===== config.mk =====
export PLATFORM = sky130hd
export DESIGN_NAME = bth_ctrl
export DESIGN_NICKNAME = d
export VERILOG_FILES = /design/src/hw/rtl/bth_pkg.sv /design/src/hw/rtl/bth_ctrl.sv
export SDC_FILE = /design/constraint.sdc
export NUM_CORES = 1
export LEC_CHECK = 0
export BUFFER_PORTS_ARGS = -buffer_cell sky130_fd_sc_hd__buf_4
export CAP_MARGIN = 15
export CELL_PAD_IN_SITES_DETAIL_PLACEMENT = 0
export CELL_PAD_IN_SITES_GLOBAL_PLACEMENT = 1
export CORE_MARGIN = 2
export CORE_UTILIZATION = 29
export CTS_CLUSTER_DIAMETER = 40
export DETAILED_ROUTE_END_ITERATION = 7
export PLACE_DENSITY = 0.83
export SYNTH_ARGS = -nofsm -noshare
export SYNTH_HDL_FRONTEND = slang
export SYNTH_SLANG_ARGS = --single-unit

===== constraint.sdc =====
create_clock -name clock -period 2.3 [get_ports clock]
set_input_delay 0 -clock clock [delete_from_list [all_inputs] [get_ports clock]]
set_output_delay 0 -clock clock [all_outputs]
set_load 0.01 [all_outputs]

===== src/hw/rtl/bth_pkg.sv =====
`timescale 1ns / 1ps
// Shared types, widths, status codes and datapath command codes for the top-N heap.
// No dependencies; every other file of the block but bth_ram imports this package.
package bth_pkg;

   localparam int HEAP_DEPTH_DEF = 64;

   localparam int SCORE_W  = 16;
   localparam int LEN_W    = 32;
   localparam int ID_W     = 32;
   localparam int STATUS_W = 3;
   localparam int CAP_W    = 7;
   localparam int OCC_W    = 7;
   localparam int ENTRY_W  = SCORE_W + LEN_W + ID_W;

   localparam logic [CAP_W-1:0] CAP_RESET = 7'd64;

   // result status codes
   localparam logic [STATUS_W-1:0] ST_INSERTED = 3'd0;
   localparam logic [STATUS_W-1:0] ST_REPLACED = 3'd1;
   localparam logic [STATUS_W-1:0] ST_REJECTED = 3'd2;
   localparam logic [STATUS_W-1:0] ST_POPPED   = 3'd3;
   localparam logic [STATUS_W-1:0] ST_EMPTY    = 3'd4;

   // datapath commands
   localparam int OP_W = 4;
   localparam logic [OP_W-1:0] OP_NONE       = 4'd0;
   localparam logic [OP_W-1:0] OP_ACCEPT     = 4'd1;
   localparam logic [OP_W-1:0] OP_UP_START   = 4'd2;
   localparam logic [OP_W-1:0] OP_ROOT_READ  = 4'd3;
   localparam logic [OP_W-1:0] OP_EMPTY      = 4'd4;
   localparam logic [OP_W-1:0] OP_POP_READ   = 4'd5;
   localparam logic [OP_W-1:0] OP_UP_STEP    = 4'd6;
   localparam logic [OP_W-1:0] OP_ROOT_CHECK = 4'd7;
   localparam logic [OP_W-1:0] OP_POP_TAKE   = 4'd8;
   localparam logic [OP_W-1:0] OP_DOWN_STEP  = 4'd9;
   localparam logic [OP_W-1:0] OP_WRITE_X    = 4'd10;

   typedef struct packed {
      logic [SCORE_W-1:0] score;
      logic [LEN_W-1:0]   length;
      logic [ID_W-1:0]    id;
   } entry_type;

   typedef struct packed {
      logic [OP_W-1:0] op;
   } cmd_type;

   typedef struct packed {
      logic is_pop;
      logic has_room;
      logic fill_zero;
      logic fill_one;
      logic fill_gt2;
      logic root_more;
      logic up_move;
      logic parent_zero;
      logic root_worse;
      logic down_move;
      logic down_more;
   } stat_type;

   // true if a ranks strictly worse than b
   function automatic logic worse(entry_type a, entry_type b);
      logic r;
      if (a.score != b.score) begin
         r = (a.score < b.score);
      end else if (a.length != b.length) begin
         r = (a.length > b.length);
      end else begin
         r = (a.id > b.id);
      end
      return r;
   endfunction

endpackage


===== src/hw/rtl/bth_ctrl.sv =====
`timescale 1ns / 1ps
// Sequencer of the top-N heap: steps one word through dispatch, sift and result.
// Depends on bth_pkg for command codes and the status struct.
module bth_ctrl import bth_pkg::*; (
   input  logic     clock,
   input  logic     reset,
   input  logic     req_valid,
   output logic     req_ready,
   output logic     rsp_valid,
   input  logic     rsp_ready,
   input  stat_type stat,
   output cmd_type  cmd
);

   localparam logic [2:0] S_IDLE     = 3'd0;
   localparam logic [2:0] S_DISPATCH = 3'd1;
   localparam logic [2:0] S_UP       = 3'd2;
   localparam logic [2:0] S_ROOT     = 3'd3;
   localparam logic [2:0] S_POP      = 3'd4;
   localparam logic [2:0] S_DOWN     = 3'd5;
   localparam logic [2:0] S_WRITE    = 3'd6;
   localparam logic [2:0] S_RESP     = 3'd7;

   logic [2:0] state_ff;
   logic [2:0] state_in;

   always_comb begin
      state_in  = state_ff;
      cmd.op    = OP_NONE;
      req_ready = 1'b0;
      rsp_valid = 1'b0;
      case (state_ff)
         S_IDLE: begin
            req_ready = 1'b1;
            if (req_valid) begin
               cmd.op   = OP_ACCEPT;
               state_in = S_DISPATCH;
            end
         end
         S_DISPATCH: begin
            if (!stat.is_pop) begin
               if (stat.has_room) begin
                  cmd.op   = OP_UP_START;
                  state_in = stat.fill_zero ? S_WRITE : S_UP;
               end else begin
                  cmd.op   = OP_ROOT_READ;
                  state_in = S_ROOT;
               end
            end else if (stat.fill_zero) begin
               cmd.op   = OP_EMPTY;
               state_in = S_RESP;
            end else begin
               cmd.op   = OP_POP_READ;
               state_in = S_POP;
            end
         end
         S_UP: begin
            cmd.op = OP_UP_STEP;
            if (!stat.up_move || stat.parent_zero) begin
               state_in = S_WRITE;
            end
         end
         S_ROOT: begin
            cmd.op = OP_ROOT_CHECK;
            if (!stat.root_worse) begin
               state_in = S_RESP;
            end else begin
               state_in = stat.root_more ? S_DOWN : S_WRITE;
            end
         end
         S_POP: begin
            cmd.op = OP_POP_TAKE;
            if (stat.fill_one) begin
               state_in = S_RESP;
            end else begin
               state_in = stat.fill_gt2 ? S_DOWN : S_WRITE;
            end
         end
         S_DOWN: begin
            cmd.op = OP_DOWN_STEP;
            if (!stat.down_move || !stat.down_more) begin
               state_in = S_WRITE;
            end
         end
         S_WRITE: begin
            cmd.op   = OP_WRITE_X;
            state_in = S_RESP;
         end
         S_RESP: begin
            rsp_valid = 1'b1;
            if (rsp_ready) begin
               // take the next word in the same cycle the result leaves
               req_ready = 1'b1;
               if (req_valid) begin
                  cmd.op   = OP_ACCEPT;
                  state_in = S_DISPATCH;
               end else begin
                  state_in = S_IDLE;
               end
            end
         end
         default: begin
            state_in = S_IDLE;
         end
      endcase
   end

   always_ff @(posedge clock) begin
      if (reset) begin
         state_ff <= S_IDLE;
      end else begin
         state_ff <= state_in;
      end
   end

endmodule


; After elaboration in Yosys (flattened, before gate mapping)
; Cells that the tools add are included.
[word_totals]
reg_bits = 3
in_bits = 15
out_inout_bits = 6
wordCells = 42
[op_classes]
eq_ne = 11
mux = 23
reduce_logical = 7
[ops]
columns = operator, n
row1 = 4-bit case mux with 8 select lines, 1
row2 = 3-bit case mux with 8 select lines, 1
row3 = 3-bit two-way mux, 7
row4 = "3-bit equality test, second input constant", 4
row5 = 2-bit two-way mux, 5
row6 = 4-bit two-way mux, 2
row7 = "2-bit inequality test, second input constant", 4
row8 = "3-bit by 2-bit equality test with 1-bit output, second input constant", 2
row9 = 1-bit two-way mux, 6
row10 = 4-bit AND reduction, 1
row11 = "3-bit by 1-bit equality test with 1-bit output, second input constant", 1
row12 = 1-bit logical NOT, 3
row13 = 3-bit logical NOT, 1
row14 = 1-bit logical OR, 2
row15 = 1-bit case mux with 2 select lines, 1

; Logic depth before layout (Yosys ltp)
; Gate-level depths: netlist (run 1).
[depth]
depth_word = 4
ltp_mapped = 5
ltp_nobuf = 4

; Worst setup path after synthesis (run 1)
; No wires, ideal clock.
[synth_timing]
kind = reg2reg
startpoint = register state_ff[0]
endpoint = register state_ff[2]
setup_ns = 0.115
t_arrival_ns = 1.270
t_required_ns = 2.185
slack_ns = 0.915
path_stages_with_launch = 5
n_path_buf = 0
period_less_slack_ns = 1.385
cell_sequence = dfxtp_1 -> or4b_4 -> a21oi_2 -> o41ai_1 -> and2_1
[synth_via]
elab_chain_len = 3
word_cells_on_any_way = 14
classes_between = 11 x eq/ne / 1 x mux / 2 x reduce/logical
[synth_lines]
columns = item, line_no
row1 = start: declaration, bth_ctrl.sv:24  ; logic [2:0] state_ff;
row2 = start signal: assignment, bth_ctrl.sv:112  ; state_ff <= state_in;
row3 = "3-bit equality test, or another cell as far along", bth_ctrl.sv:32  ; case (state_ff)
row4 = 2-bit inequality test (no source line), n/a
row5 = 4-bit AND reduction (no source line), n/a
; Parallel ways exist; a longest one is shown, timed or not.
; A chain may end at the register's enable or synchronous reset.

; Worst setup path in the final report (run 1)
; Ends and elaborated chain as after synthesis.

==> results of run 1 <==
[logic make-up (layout without fill, tap and decap cells)]
group | after synthesis | count (layout) | synth area share (%)
buffers and inverters | 7 | 28 | 8.50
flip-flops | 3 | 3 | 15.7
multiplexers | 1 | 1 | 2.61
AO/OA/AOI/OAI | 22 | 22 | 39.5
AND/OR/NAND/NOR | 23 | 23 | 33.7
[final timing paths]
| kind | startpoint | endpoint | cells past startpoint |
|---|---|---|---|
| max reg2reg | state_ff[0] | state_ff[2] | 4 |
| min | reset | state_ff[1] | 2 |
| min reg2reg | state_ff[2] | state_ff[0] | 3 |
| max | state_ff[0] | state_ff[2] | 4 |
[metal layers]
layer / track usage (%) / up-vias
met4: 5.00 / 0
met2: 21.0 / 17
li1: - / 255
met5: 0 / -
met1: 17.4 / 195
met3: 6.67 / 0
[through the flow]
step	instances	hold slack [ps]	setup slack, ps	area, um2	power [uW]
6_report	92	46.3	714	564	653
5_1_grt	92	59.9	622	564	715
4_1_cts	92	48.9	712	564	657
3_5_place_dp	88	293	714	538	562
3_3_place_gp	88	293	724	538	566
2_1_floorplan	56	134	915	383	414
[cell type report]
class,count,area [um2]
sequential,3,60.1
inverter,3,11.3
timing repair buffer,21,158
tap,15,18.8
multi-input combinational,46,290
clock buffer,4,26.3
fill,140,704
[cells in the mapped netlist (all sizes together), types with 2 or more instances]
cell type,n
nand2,6
dfxtp,3
a31oi,2
nand2b,2
inv,3
o31ai,2
a21oi,7
clkbuf,2
nor2,4
a32oi,2
o21ai,2
nor3,2
[power groups by stage]
stage | combinational [uW] | sequential, uW | clock, uW
after detailed placement | 404 | 158 | 0
after floorplan | 316 | 98.6 | 0
after global placement | 408 | 158 | 0
after global routing | 451 | 166 | 99.0
after CTS | 407 | 156 | 93.9
final | 403 | 157 | 93.6
==> impl_metrics.py, run 1 <==
metrics = {
    "setup_path": {
        "critPathArrivalTime_ps": 1720,
        "crit_buf_inv": 0,
        "critPathTopFamily": "simple AND/OR/NAND/NOR gates",
        "cp_cell_sequence": "or4b_4 -> a21oi_2 -> o41ai_1 -> and2_1",
        "critPathKind": "flip-flop to flip-flop",
        "path_max_fanout": 16,
        "crit_required_ps": 2430,
        "reg2reg_setup_slack_ps": 710,
        "max_stage_delay_ps": 600,
        "start_kind": "flip-flop",
        "slowest_stage": "or4b_4",
        "critPathCaptureType": "flip-flop",
    },
    "logic_synthesis": {
        "synth.avg_cell_area_um2": 6.84,
        "syn_inst": 56,
        "ys_seq_area_share_pct": 15.7,
        "synth_top_cell_by_area": "dfxtp_1",
        "ys.flop_type": "dfxtp_1",
        "synth-edff-count": 0,
        "yosysUniqueCellTypes": 32,
        "ys.warnings.count": 0,
        "synth_fp_nets": 71,
        "yosys_register_bits": 3,
        "syn_area_um2": 383,
        "ys_top_cells_by_area": "dfxtp_1 (16%), a21oi_1 (7.8%), nand2_1 (5.9%)",
        "synth_top_area_share_pct": 15.7,
        "ys_async_sr_fraction_pct": 0,
    },
    "placed_design": {
        "portBuffers": 20,
        "dpl.hpwl_um": 743,
        "gp_congestion": 0.791,
    },
    "drt": {
        "wl_per_cell_um": 10.6,
        "highest_layer": "met3",
        "wirelength_met1_um": 499,
        "vias_per_cell": 5.08,
        "drt-pass1-iter-count": 4,
        "ant_nets": 0,
        "num_vias": 467,
        "met2_length_um": 401,
        "drc": 0,
        "wl_um": 971,
        "wl_met3_um": 70,
        "first_iter_violations": 7,
    },
    "floorplanning": {
        "die_y_um": 40.3,
        "core_area_um2": 1270,
        "rows": 13,
        "num_io_pins": 21,
        "die_x_um": 40.3,
        "die_area_um2": 1630,
        "start_util_pct": 30.2,
    },
    "timing": {
        "timing.final.crit_share_pct": 68.9,
        "worst_slew_pin_slew_ps": 473,
        "final.setup.tns_ps": 0,
        "max_freq_ghz": 0.631,
        "finClkSkew_ps": 4.20,
        "post-route-min-period_ps": 1590,
        "relSlewSlack_pct": 68.4,
        "hold_violations": 0,
        "final_max_slew_viol_count": 0,
        "finalSetupViolations": 0,
        "rsz0062_at_grt": "no",
    },
    "pwr": {
        "ir_drop_uv": 649,
        "switching_share_pct": 44.6,
        "p_int_uw": 362,
        "p_leak_uw": 0.000262,
        "cellPowerDensity_nw_per_um2": 1160,
        "power.share.combinational_pct": 61.7,
        "power.share.clock_pct": 14.3,
        "switchingPower_uw": 292,
        "pwr-share-seq_pct": 24.0,
    },
    "clocking": {
        "clk_pin_slew_worst_paths_ps": 40,
        "cts_tree": "yes",
        "post_cts_buffers": 0,
        "cts.sinks": 3,
        "cts_made_buffers": 3,
        "clk_latency_ps": 240,
        "clockBufferDepth": 2,
        "h-tree-depth": 1,
        "postCtsHoldBufs": 0,
        "cts_root_buf": "clkbuf_4",
        "post_cts_resized": 0,
    },
    "global_route": {
        "gr-total-overflow": 0,
        "antenna_found_initial": 0,
        "grt_max_degree": 17,
        "grtUsageTotal_pct": 14.1,
        "grt_first_pass_wirelength_um": 1500,
        "grt_pass1_vias": 373,
    },
    "layout": {
        "area_growth_pct": 47.4,
        "largest_reg_flops": 3,
        "biggestRegsByFlops": "state_ff x3",
        "antenna_cells": 0,
        "mostFrequentLayoutCell": "buf_4",
        "final_cell_mix": "buf_4 (21), a21oi_1 (6), nand2_1 (6)",
        "top_register": "state_ff",
        "layout-drive-gt1-share_pct": 35.1,
        "utilization_pct": 44.5,
        "num-nets-final": 93,
    },
    "min_path": {
        "worstHoldPathType": "primary input to flip-flop",
    },
    "outcome": {
        "status": "completed",
    },
    "flow_run": {
        "maxCapViolCount": 0,
    },
}
(Power assumes the default switching activity.)
==> inputs of run 2 (changes only) <==
--- a/config.mk
+++ b/config.mk
@@ -5,6 +5,7 @@
 export SDC_FILE = /design/constraint.sdc
 export NUM_CORES = 1
 export LEC_CHECK = 0
+export ABC_AREA = 1
 export BUFFER_PORTS_ARGS = -buffer_cell sky130_fd_sc_hd__buf_4
 export CAP_MARGIN = 15
 export CELL_PAD_IN_SITES_DETAIL_PLACEMENT = 0
@@ -13,7 +14,7 @@
 export CORE_UTILIZATION = 29
 export CTS_CLUSTER_DIAMETER = 40
 export DETAILED_ROUTE_END_ITERATION = 7
-export PLACE_DENSITY = 0.83
+export PLACE_DENSITY = 0.79
 export SYNTH_ARGS = -nofsm -noshare
 export SYNTH_HDL_FRONTEND = slang
 export SYNTH_SLANG_ARGS = --single-unit
==> constraint.sdc (replaced) <==
create_clock -name clock -period 1.5 [get_ports clock]
set_input_delay 0 -clock clock [delete_from_list [all_inputs] [get_ports clock]]
set_output_delay 0 -clock clock [all_outputs]
set_load 0.01 [all_outputs]
==> run 2 against run 1 <==
Critical endpoint is now cmd[0]. Die area up 23%. Flip-flop and latch count unchanged. Register-to-register slack worse by 480 ps. Area after synthesis up 26%. Non-clock buffer count up 3. Highest routed layer is now met4. Critical path depth up 2. Critical path type is now flip-flop to output port. Clock skew down 2.1 ps. First-iteration DRC count rose to 3.0 times the previous value. Cell count up 33%. Total power up 94%. Hold slack better by 45 ps.
==> impl_metrics.py, run 2 <==
metrics = {
    "logic_synthesis": {
        "ys_top_cells_by_area": "nand2_1 (13%), nor2_1 (13%), dfxtp_1 (12%)",
        "synth_fp_nets": 96,
        "synth.avg_cell_area_um2": 5.96,
        "ys.flop_type": "dfxtp_1",
        "yosysUniqueCellTypes": 20,
        "synth_simple_gate_area_share_pct": 56.2,
        "synth-edff-count": 0,
        "syn_inst": 81,
        "synth_common_cells": "nand2_1 (17), nor2_1 (17), inv_1 (9)",
        "synth-compound-area-share_pct": 13.5,
        "ys.warnings.count": 0,
        "muxShareOfSynthArea_pct": 0,
        "syn_area_um2": 483,
        "synth_xor_area_share_pct": 0,
        "synth_top_family_by_area": "simple AND/OR/NAND/NOR gates",
        "synth-adder-area-share_pct": 0,
        "ys_async_sr_fraction_pct": 0,
        "synth_top_cell_by_area": "nand2_1",
        "yosys_register_bits": 3,
        "ys_seq_area_share_pct": 12.4,
        "synth_top_area_share_pct": 13.2,
    },
    "layout": {
        "finalNonFillerCells": 122,
        "area_growth_pct": 40.7,
        "fin_area_um2": 679,
        "multi_input_area_um2": 337,
        "largest_reg_flops": 3,
        "antenna_cells": 0,
        "n_fill_cell": 189,
        "num-nets-final": 122,
        "biggestRegsByFlops": "state_ff x3",
        "top_register": "state_ff",
        "mostFrequentLayoutCell": "buf_4",
        "seqCellArea_um2": 61.3,
        "final_cell_mix": "buf_4 (23), nor2_1 (17), nand2_1 (17)",
        "layout-drive-gt1-share_pct": 40.6,
        "utilization_pct": 44.1,
    },
    "drt": {
        "ant_nets": 0,
        "drc": 0,
        "wl_um": 1230,
        "vias_per_cell": 4.66,
        "first_iter_violations": 21,
        "drt-pass1-iter-count": 4,
        "num_vias": 569,
        "wl_per_cell_um": 10.1,
    },
    "floorplanning": {
        "die_x_um": 44.8,
        "die_y_um": 44.8,
        "start_util_pct": 31.3,
        "rows": 14,
        "core_area_um2": 1540,
        "die_area_um2": 2010,
        "num_io_pins": 21,
    },
    "clocking": {
        "cts.sinks": 3,
        "post_cts_buffers": 0,
        "cts_tree": "yes",
        "clockBufferDepth": 2,
        "cts_root_buf": "clkbuf_4",
        "h-tree-depth": 1,
        "cts_made_buffers": 3,
        "clk_pin_slew_worst_paths_ps": 40,
        "clk_latency_ps": 240,
    },
    "timing": {
        "final.setup.tns_ps": 0,
        "final_max_slew_viol_count": 0,
        "worst_slew_pin_slew_ps": 363,
        "hold_violations": 0,
        "relSlewSlack_pct": 75.8,
        "max_freq_ghz": 0.709,
        "finClkSkew_ps": 2.05,
        "post-route-min-period_ps": 1410,
        "timing.final.crit_share_pct": 94.0,
        "finalSetupViolations": 0,
        "rsz0062_at_grt": "no",
    },
    "placed_design": {
        "gp_congestion": 0.795,
        "placed_area_um2": 642,
        "placed_cells": 117,
        "dpl.hpwl_um": 1030,
        "portBuffers": 20,
    },
    "setup_path": {
        "critPathKind": "flip-flop to output port",
        "critPathArrivalTime_ps": 1410,
        "crit_required_ps": 1500,
        "critPathCaptureType": "output port",
        "start_kind": "flip-flop",
        "path_max_fanout": 6,
    },
    "global_route": {
        "antenna_found_initial": 0,
        "grt_pass1_vias": 543,
        "grtUsageTotal_pct": 14.6,
        "gr-total-overflow": 0,
        "grt_max_degree": 9,
        "grt_first_pass_wirelength_um": 2190,
    },
    "pwr": {
        "cellPowerDensity_nw_per_um2": 1870,
        "power_uw": 1270,
        "p_leak_uw": 0.000359,
        "ir_drop_uv": 1010,
    },
    "min_path": {
        "worstHoldPathType": "primary input to flip-flop",
    },
    "outcome": {
        "status": "completed",
    },
    "flow_run": {
        "maxCapViolCount": 0,
    },
}
run 2: path summary, 6_finish.rpt:
check	slack [ps]	startpoint	depth (start not counted)	to
hold / removal	90	stat[4]	4	state_ff[0]
setup reg to reg	230	state_ff[1]	8	state_ff[2]
hold reg to reg	660	state_ff[2]	2	state_ff[2]
setup / recovery	90	state_ff[1]	6	cmd[0]
run 2: worst max-delay path, cell delays in order (launching register included):
cell and delay [ps]:
dfxtp_1 470, buf_4 220, inv_4 40, nand3_2 70
nand3b_1 110, o2111ai_1 110, buf_4 160
run 2: cells by family (layout without fill, tap and decap cells):
family | Yosys count | count (layout)
simple gates | 53 | 53
flops | 3 | 3
buf+inv | 15 | 40
compound gates | 10 | 10
run 2: cell type report:
| class | instances | share of cell area, % |
|---|---|---|
| Clock buffer | 4 | 3.87 |
| Inverter | 12 | 7.73 |
| Multi-Input combinational cell | 63 | 49.5 |
| Sequential cell | 3 | 9.02 |
| Tap cell | 16 | 2.95 |
| Timing Repair Buffer | 24 | 26.9 |
run 2: where the power goes:
part	total [uW]	switching, uW	internal [uW]
Clock	145	45.3	99.9
Sequential	223	100	123
Combinational	902	492	410
Total	1270	637	632
run 2: per-layer routing:
metal	up-vias	track usage (%)	share of wire, %
met4	0	7.06	0.57
met2	22	23.8	50
li1	304	-	-
met1	241	18.5	42
met3	2	2.80	7.1
met5	-	0	0
run 2: repair_timing:
item / CTS / global route
hold endpoints to repair: 1 / 0
hold buffers: 1 / 0
gates resized for setup: 0 / 1
endpoints found under the setup margin: 0 / 1
run 2: through the flow:
step | setup slack (ps) | hold WS, ps
final | 89.3 | 91.5
after global routing | 7.14 | 112
after CTS | 76.3 | 97.2
after detailed placement | 195 | 167
after global placement | 195 | 163
after floorplan | 462 | 62.4
